===== src/rtl/rbfd_pkg.sv =====
`timescale 1ns / 1ps
package rbfd_pkg;
    localparam int PIX_W   = 32;
    localparam int DIM_W   = 9;
    localparam int COORD_W = 8;
    localparam int CH_W    = 8;
    // divider width: holds a channel sum over a full 256x256 window
    localparam int DIV_W   = 24;

    localparam logic [1:0] ST_OK    = 2'd0;
    localparam logic [1:0] ST_ZERO  = 2'd1;
    localparam logic [1:0] ST_RANGE = 2'd2;

    localparam logic REQ_WRITE = 1'b0;
    localparam logic REQ_READ  = 1'b1;

    localparam logic [1:0] REG_SRC_W = 2'd0;
    localparam logic [1:0] REG_SRC_H = 2'd1;
    localparam logic [1:0] REG_TGT_W = 2'd2;

    typedef struct packed {
        logic             req_type;
        logic [7:0]       col;
        logic [7:0]       row;
        logic [7:0]       red_in;
        logic [7:0]       green_in;
        logic [7:0]       blue_in;
        logic [7:0]       alpha_in;
    } req_t;

    typedef struct packed {
        logic [7:0]       red_out;
        logic [7:0]       green_out;
        logic [7:0]       blue_out;
        logic [7:0]       alpha_out;
        logic [8:0]       out_width;
        logic [8:0]       out_height;
        logic [1:0]       status;
    } rsp_t;

    // divider request/response between the window engine and the divider
    typedef struct packed {
        logic             start;
        logic [DIV_W-1:0] num;
        logic [DIV_W-1:0] den;
    } div_req_t;

    typedef struct packed {
        logic             done;
        logic [DIV_W-1:0] quo;
        logic [DIV_W-1:0] rem;
    } div_rsp_t;
endpackage


===== src/rtl/rbfd_div.sv =====
`timescale 1ns / 1ps
// Restoring divider, one quotient bit per cycle
module rbfd_div
(
    input  logic               clk,
    input  logic               rst_n,
    input  rbfd_pkg::div_req_t req,
    output rbfd_pkg::div_rsp_t rsp
);
    import rbfd_pkg::*;

    logic [DIV_W-1:0] quo_reg, quo_next;
    logic [DIV_W-1:0] rem_reg, rem_next;
    logic [DIV_W-1:0] den_reg, den_next;
    logic [4:0]       cnt_reg, cnt_next;
    logic             busy_reg, busy_next;
    logic             done_reg, done_next;
    logic [DIV_W:0]   trial;

    always_comb
    begin
        quo_next  = quo_reg;
        rem_next  = rem_reg;
        den_next  = den_reg;
        cnt_next  = cnt_reg;
        busy_next = busy_reg;
        done_next = 1'b0;
        trial     = {rem_reg, quo_reg[DIV_W-1]} - {1'b0, den_reg};
        if (req.start)
        begin
            quo_next  = req.num;
            rem_next  = '0;
            den_next  = req.den;
            cnt_next  = 5'(DIV_W);
            busy_next = 1'b1;
        end
        else if (busy_reg)
        begin
            if (trial[DIV_W])
            begin
                rem_next = {rem_reg[DIV_W-2:0], quo_reg[DIV_W-1]};
                quo_next = {quo_reg[DIV_W-2:0], 1'b0};
            end
            else
            begin
                rem_next = trial[DIV_W-1:0];
                quo_next = {quo_reg[DIV_W-2:0], 1'b1};
            end
            cnt_next = cnt_reg - 5'd1;
            if (cnt_reg == 5'd1)
            begin
                busy_next = 1'b0;
                done_next = 1'b1;
            end
        end
    end

    always_ff @(posedge clk or negedge rst_n)
    begin
        if (!rst_n)
        begin
            busy_reg <= 1'b0;
            done_reg <= 1'b0;
            cnt_reg  <= '0;
        end
        else
        begin
            busy_reg <= busy_next;
            done_reg <= done_next;
            cnt_reg  <= cnt_next;
        end
    end

    always_ff @(posedge clk)
    begin
        quo_reg <= quo_next;
        rem_reg <= rem_next;
        den_reg <= den_next;
    end

    assign rsp.done = done_reg;
    assign rsp.quo  = quo_reg;
    assign rsp.rem  = rem_reg;
endmodule


===== config.mk =====
export PLATFORM = sky130hd
export DESIGN_NAME = rbfd_div
export DESIGN_NICKNAME = d
export VERILOG_FILES = /design/src/rtl/rbfd_pkg.sv /design/src/rtl/rbfd_div.sv
export SDC_FILE = /design/constraint.sdc
export NUM_CORES = 1
export LEC_CHECK = 0
export BUFFER_PORTS_ARGS = -buffer_cell sky130_fd_sc_hd__buf_4
export CORE_MARGIN = 10
export CORE_UTILIZATION = 45
export CTS_BUF_LIST = sky130_fd_sc_hd__clkbuf_4 sky130_fd_sc_hd__clkbuf_8 sky130_fd_sc_hd__clkbuf_16
export DETAILED_ROUTE_END_ITERATION = 10
export PLACE_DENSITY = 0.67
export RECOVER_POWER = 50
export SLEW_MARGIN = 25
export SYNTH_ARGS = -nofsm -noshare
export SYNTH_HDL_FRONTEND = slang
export SYNTH_SLANG_ARGS = --single-unit

===== constraint.sdc =====
create_clock -name clk -period 3.6 [get_ports clk]
set_input_delay 1.08 -clock clk [delete_from_list [all_inputs] [get_ports clk]]
set_output_delay 1.08 -clock clk [all_outputs]
set_load 0.005 [all_outputs]

==> results.ini, run 1 <==
[floorplanning]
die_area_sq_um=15510
dieHeight_microns=124.5
floorplan.die.width_microns=124.5
floorplan.core_area_sq_um=10750
initial_utilization=0.4576
io_pins=100
rows=38

[setup_path]
crit_required_ns=3.69
worstPathCellList=inv_1 -> ha_1 -> fa_1 -> nand2b_1 -> a21oi_1 -> o211ai_4 -> o2111ai_4 -> a21oi_2 -> buf_4 -> nor3_2 -> o21ai_0
cpPeakStageDelay_ns=0.39
timing_worst_setup_path_type=register to register
crit_fanout=13
slowest_cell_on_the_critical_path=edfxtp_1
startpoint_type=register
end_kind=register
critPathArrivalTime_ns=3.25

[yosys]
synth_enable_flop_cells=48
synthArstFlopShare=0.08861
synthesis.area_per_instance_sq_um=10.06
synth.net_count=567
postSynthCellCount=489
synth-seq-cells=79
synth_area_leader_cell=edfxtp_1
synthesis.yosys.warnings=0
ys_seq_area_frac=0.4265
synth_largest_type_area_fraction=0.2931
synthFlopType=edfxtp_1
synth.top_cells.by_count=edfxtp_1 (48), nor2_1 (45), inv_1 (31)
post_synth_num_cell_types=62
synth_most_common_cell=edfxtp_1
post_synthesis_instance_area_sq_um=4917
synth_area_leaders=edfxtp_1 (29%), dfxtp_1 (9.8%), ha_1 (6.6%)

[timing]
final.setup.tns_ns=0
maxSlewViolCount=50
setup_viol_count_final=0
worst-slew-pin-transition_ns=2.109
finalCriticalPeriod_ns=3.162
rsz0062_at_grt=false
final.period_utilization=0.8782
report.final.hold_viol_count=0
worst_slew_margin_rel=-0.4057
fmaxAchievable_ghz=0.3163
max_clock_skew_ns=0.01077

[grt]
grt_start_max_net_pins=50
grtUsageTotal=0.1567
grt_antenna_before_repair=0
globalRouteOverflowTotal=0
via_count_of_the_first_global_routing_pass=4103
grt_first_pass_wirelength_mm=20.58

[cts]
numClockSinks=79
cts.clk_slew.worst_paths_ns=0.08
tritoncts=yes
post_cts_resized=0
cts_post_setup_buffers_inserted=0
clk_latency_ns=0.35
clock_path_buffers=2
cts_made_buffers=9
root_buffer=clkbuf_8
cts_hold_buf=0
htreeDepth=3

[routing]
detailedRoute.firstPassIterationCount=4
routedWlPerCell_microns=17.58
final_antenna_net_count=0
num_vias=4106
wl_mm=12.62
via_per_inst=5.719
detailedRoute.firstIterationViolations=299
drt_drc_violations_left=0

[cells_and_area]
final_cells=718
flow.area_growth_from_synthesis_pct=20.51
area_of_all_sequential_standard_cells_sq_um=2097
finalCoreUtilization=0.5515
post_route_cells_drive_above_1_share=0.2664
fin_nets=651
antenna-diode-count=0
multi_input_area_sq_um=2551
layout.filler_cells=987

[min_path]
holdCritPathClass=register to register

[placed_design]
place.detailed.hpwl_mm=9.337
place_congestion=0.8631
io_buffer_count=99
post-place-cells=702

[pwr]
static-leakage-power_nw=2.533
report.power.total_w=0.004188
ir_worst_vdd_uv=352.0
power_density_nw_per_um2=706.7

[outcome]
status=finished with violations
failed_checks=capacitance limit, slew limit

[run]
max_cap_viol_count=1

routing by layer:
metal  track usage  vias to the layer above  routed length, microns
met4       0.05141                        0                     183
met3       0.04213                       17                     743
met5             0                        -                       0
li1              -                     2011                       -
met2        0.2457                      108                    5875
met1        0.2038                     1970                    5820
worst max-delay path, delay by kind of cell (launching register included):
kind                       cells  cell delay [ns]
adders and majority gates      2             0.60
AOI/OAI and AO/OA              5             1.10
buffers and inverters          2             0.29
and+or+nand+nor                2             0.51
DFF                            1             0.39
cells in the final DEF (no fill, tap or decap), types with 5 or more instances in the layout:
master	Yosys	final
nand3_1	5	5
nand2_1	15	15
nand4_1	12	12
o31ai_1	5	5
and2_1	5	5
a21o_1	15	15
and3_1	5	5
dfxtp_1	24	24
o311ai_1	6	6
mux2_2	24	24
xnor2_1	12	12
ha_1	26	26
a211oi_1	13	13
or3_1	8	8
a21oi_1	20	20
nor2_1	45	45
nor3_1	11	11
a311oi_1	11	11
dfrtp_1	7	7
inv_1	31	31
clkbuf_1	20	8
nand2b_1	20	20
buf_4	4	55
clkbuf_8	0	9
nor4_1	13	13
clkbuf_4	0	45
o21ai_0	15	15
edfxtp_1	48	48
o21bai_1	9	9
o211ai_1	5	5
where the power goes:
group / total [W] / internal (W) / switching (W)
logic: 0.00212 / 0.000969 / 0.00115
registers: 0.00132 / 0.00115 / 0.000172
clock network: 0.000746 / 0.000408 / 0.000338
total: 0.00419 / 0.00252 / 0.00166
path summary, 6_finish.rpt:
path | startpoint | end | slack, ns | cells past startpoint
worst max-delay path | quo_reg[23] | quo_reg[0] | 0.44 | 11
worst min-delay path | cnt_reg[4] | cnt_reg[4] | 0.53 | 2
worst max register to register | quo_reg[23] | quo_reg[0] | 0.44 | 11
worst min register to register | cnt_reg[4] | cnt_reg[4] | 0.53 | 2
max in group asynchronous | rst_n | cnt_reg[2] | 2.72 | 1
min in group asynchronous | rst_n | cnt_reg[1] | 0.61 | 1
cell families (layout without fill, tap and decap cells):
| kind of cell | count (synthesis) | count (layout) | share of synthesized area |
|---|---|---|---|
| and+or+nand+nor | 150 | 150 | 0.1618 |
| DFF | 79 | 79 | 0.4265 |
| buffers and inverters | 64 | 153 | 0.05471 |
| adders and majority gates | 27 | 27 | 0.07023 |
| AOI/OAI and AO/OA | 127 | 127 | 0.1987 |
| muxes | 28 | 28 | 0.06310 |
| xor gates and xnor gates | 14 | 14 | 0.02494 |
layout make-up:
cell class,count,area share
inverter,31,0.01964
sequential,79,0.3539
multi-input combinational,346,0.4305
tap,140,0.02956
clock inverter,5,0.01372
timing repair buffer,106,0.1292
clock buffer,11,0.02344
stage by stage:
| stage | hold WS, ns | area, sq um | setup WS, ns |
|---|---|---|---|
| 2_1_floorplan | 0.4854 | 4917 | 0.8488 |
| 3_3_place_gp | 0.5043 | 5728 | 0.5480 |
| 3_5_place_dp | 0.5146 | 5736 | 0.4262 |
| 4_1_cts | 0.5118 | 5956 | 0.4209 |
| 5_1_grt | 0.5802 | 5926 | 0.2285 |
| 6_report | 0.5299 | 5926 | 0.4384 |
No activity file was read; power rests on OpenSTA's default activity.
==> run 2: changes to the inputs <==
--- a/config.mk
+++ b/config.mk
@@ -7,10 +7,11 @@
 export LEC_CHECK = 0
 export BUFFER_PORTS_ARGS = -buffer_cell sky130_fd_sc_hd__buf_4
 export CORE_MARGIN = 10
-export CORE_UTILIZATION = 45
+export CORE_UTILIZATION = 56
 export CTS_BUF_LIST = sky130_fd_sc_hd__clkbuf_4 sky130_fd_sc_hd__clkbuf_8 sky130_fd_sc_hd__clkbuf_16
 export DETAILED_ROUTE_END_ITERATION = 10
-export PLACE_DENSITY = 0.67
+export MAX_ROUTING_LAYER = met4
+export PLACE_DENSITY = 0.81
 export RECOVER_POWER = 50
 export SLEW_MARGIN = 25
 export SYNTH_ARGS = -nofsm -noshare
==> run 2 against run 1 <==
  * The flow now finishes without violations
  * First-iteration DRC count grew 17%
  * Total power grew 4.4%
  * Routed wire length grew 2.7%
  * Critical path depth is the same
  * Non-clock buffer count is the same
  * Sequential cell count is the same
  * Register-to-register slack lost 0.13 ns
  * Final area grew 0.42%
  * Via count grew 1.8%
  * Count of clock-buffer cells in the layout shrank 1
  * Maximum frequency shrank 4.1%
  * Critical endpoint unchanged
  * Highest routed layer unchanged
==> results.ini, run 2 (synthesis results as in run 1) <==
[outcome]
status=complete, no violations  ; was finished with violations

[routing]
final_antenna_net_count=0  ; unchanged
detailedRoute.firstPassIterationCount=5  ; was 4
routedWlPerCell_microns=18.91  ; was 17.58 microns
wl_mm=12.97  ; was 12.62 mm
detailedRoute.firstIterationViolations=351  ; was 299
via_per_inst=6.095  ; was 5.719
num_vias=4181  ; was 4,106
drt_drc_violations_left=0  ; unchanged

[grt]
via_count_of_the_first_global_routing_pass=4174  ; was 4,103
grtUsageTotal=0.2028  ; was 0.1567
grt_first_pass_wirelength_mm=20.97  ; was 20.58 mm
grt_start_max_net_pins=50  ; unchanged
grt_antenna_before_repair=0  ; unchanged
globalRouteOverflowTotal=0  ; unchanged

[pwr]
netSwitchingFraction=0.3908  ; was 0.3975
power_density_nw_per_um2=734.5  ; was 706.7 nW/um^2
power.sequential.fraction=0.302  ; was 0.315
static-leakage-power_nw=2.577  ; was 2.533 nW
ir_worst_vdd_uv=437.6  ; was 352.0 uV
clock_power_share=0.206  ; was 0.178
combPwrFrac=0.492  ; was 0.507
power_report.internal_total_w=0.002663  ; was 0.002523 W
netSwitchingPower_w=0.001708  ; was 0.001665 W

[setup_path]
crit_required_ns=3.68  ; was 3.69 ns
crit_fanout=13  ; unchanged
startpoint_type=register  ; unchanged
timing_worst_setup_path_type=register to register  ; unchanged
critPathArrivalTime_ns=3.37  ; was 3.25 ns
end_kind=register  ; unchanged

[timing]
final_critical_path_setup_slack_ns=0.3036  ; was 0.4384 ns
worst-slew-pin-transition_ns=1.152  ; was 2.109 ns
final.period_utilization=0.9157  ; was 0.8782
report.final.hold_viol_count=0  ; unchanged
finalCriticalPeriod_ns=3.296  ; was 3.162 ns
setup_viol_count_final=0  ; unchanged
final.setup.tns_ns=0  ; unchanged
rsz0062_at_grt=false  ; unchanged
fmaxAchievable_ghz=0.3034  ; was 0.3163 GHz
worst_hold_slack_ns=0.5381  ; was 0.5299 ns
worst_slew_margin_rel=0.2318  ; was -0.4057
maxSlewViolCount=0  ; was 50
max_clock_skew_ns=0.006630  ; was 0.01077 ns

[cells_and_area]
flow.area_growth_from_synthesis_pct=21.02  ; was 20.51%
fin_nets=651  ; unchanged
antenna-diode-count=0  ; unchanged
final_cell_mix=buf_4 (67), edfxtp_1 (48), nor2_1 (45)  ; was buf_4 (55), edfxtp_1 (48), nor2_1 (45), clkbuf_4 (45), inv_1 (31)
layout_commonest_cell=buf_4  ; unchanged
post_route_cells_drive_above_1_share=0.2751  ; was 0.2664

[floorplanning]
die_area_sq_um=12930  ; was 15,510 sq um
rows=34  ; was 38
floorplan.core_area_sq_um=8636  ; was 10,750 sq um
io_pins=100  ; unchanged
initial_utilization=0.5694  ; was 0.4576
floorplan.die.width_microns=113.7  ; was 124.5 microns
dieHeight_microns=113.7  ; was 124.5 microns

[min_path]
holdCritPathClass=register to register  ; unchanged

[cts]
clock_path_buffers=2  ; unchanged
htreeDepth=3  ; unchanged
cts_made_buffers=9  ; unchanged
numClockSinks=79  ; unchanged
cts_hold_buf=0  ; unchanged
post_cts_resized=0  ; unchanged
cts.clk_slew.worst_paths_ns=0.09  ; was 0.08 ns
cts_post_setup_buffers_inserted=0  ; unchanged
root_buffer=clkbuf_8  ; unchanged
tritoncts=yes  ; unchanged
clk_latency_ns=0.36  ; was 0.35 ns

[run]
max_cap_viol_count=0  ; was 1

[placed_design]
io_buffer_count=99  ; unchanged
place.detailed.hpwl_mm=9.462  ; was 9.337 mm
dp_slack_ns=0.3993  ; was 0.4262 ns
place_congestion=0.9625  ; was 0.8631

==> run 2: changes by cell type in the layout (fill, tap and decap cells not counted) <==
cell,previous run,this run
clkbuf_2,0,2
bufinv_16,2,4
inv_8,0,1
clkinvlp_4,1,0
clkbuf_1,8,3
clkbuf_4,45,35
clkinv_2,1,0
buf_4,55,67
==> run 2: critical path: stages (launching register included) <==
cell and delay (ns):
edfxtp_1 0.38, inv_1 0.06, ha_1 0.22, fa_1 0.39
nand2b_1 0.22, a21oi_1 0.39, o211ai_4 0.17, o2111ai_4 0.30
a21oi_2 0.18, buf_4 0.24, nor3_2 0.32, o21ai_0 0.15
==> run 2: power groups by stage <==
stage               clock, W  combinational, W  sequential, W
floorplan                  0           0.00150        0.00129
global placement           0           0.00205        0.00132
detailed placement         0           0.00211        0.00133
CTS                 0.000905           0.00214        0.00131
global route        0.000940           0.00237        0.00134
finish              0.000899           0.00215        0.00132
==> run 2: path summary, 6_finish.rpt <==
check	from	to	slack (ns)	depth (start not counted)
setup / recovery	quo_reg[23]	quo_reg[0]	0.30	11
setup reg to reg	quo_reg[23]	quo_reg[0]	0.30	11
hold / removal	cnt_reg[4]	cnt_reg[4]	0.54	2
hold reg to reg	cnt_reg[4]	cnt_reg[4]	0.54	2
max in group asynchronous	rst_n	busy_reg	2.76	1
min in group asynchronous	rst_n	cnt_reg[3]	0.59	1
==> run 2: layout make-up <==
cell class	count	area, sq um
sequential	79	2097
tap	108	135.1
clock inverter	6	140.1
multi-input combinational	346	2551
timing repair buffer	106	779.5
clock buffer	10	131.4
inverter	31	116.4
fill	646	2685
==> run 2: layer usage <==
layer / share of wire / track usage / up-vias
met5: 0 / - / -
met4: 0.011 / 0.05330 / 0
met3: 0.071 / 0.04829 / 19
met2: 0.50 / 0.3280 / 161
met1: 0.42 / 0.2490 / 1994
li1: - / - / 2007
==> run 2: through the flow <==
step / total power, W / cells / util / instance area, sq um
CTS: 0.004356 / 686 / 0.6910 / 5967
floorplan: 0.002791 / 489 / - / 4917
detailed placement: 0.003443 / 670 / 0.6595 / 5695
global route: 0.004644 / 686 / 0.6891 / 5951
global placement: 0.003370 / 670 / 0.6595 / 5695
finish: 0.004371 / 686 / 0.6891 / 5951
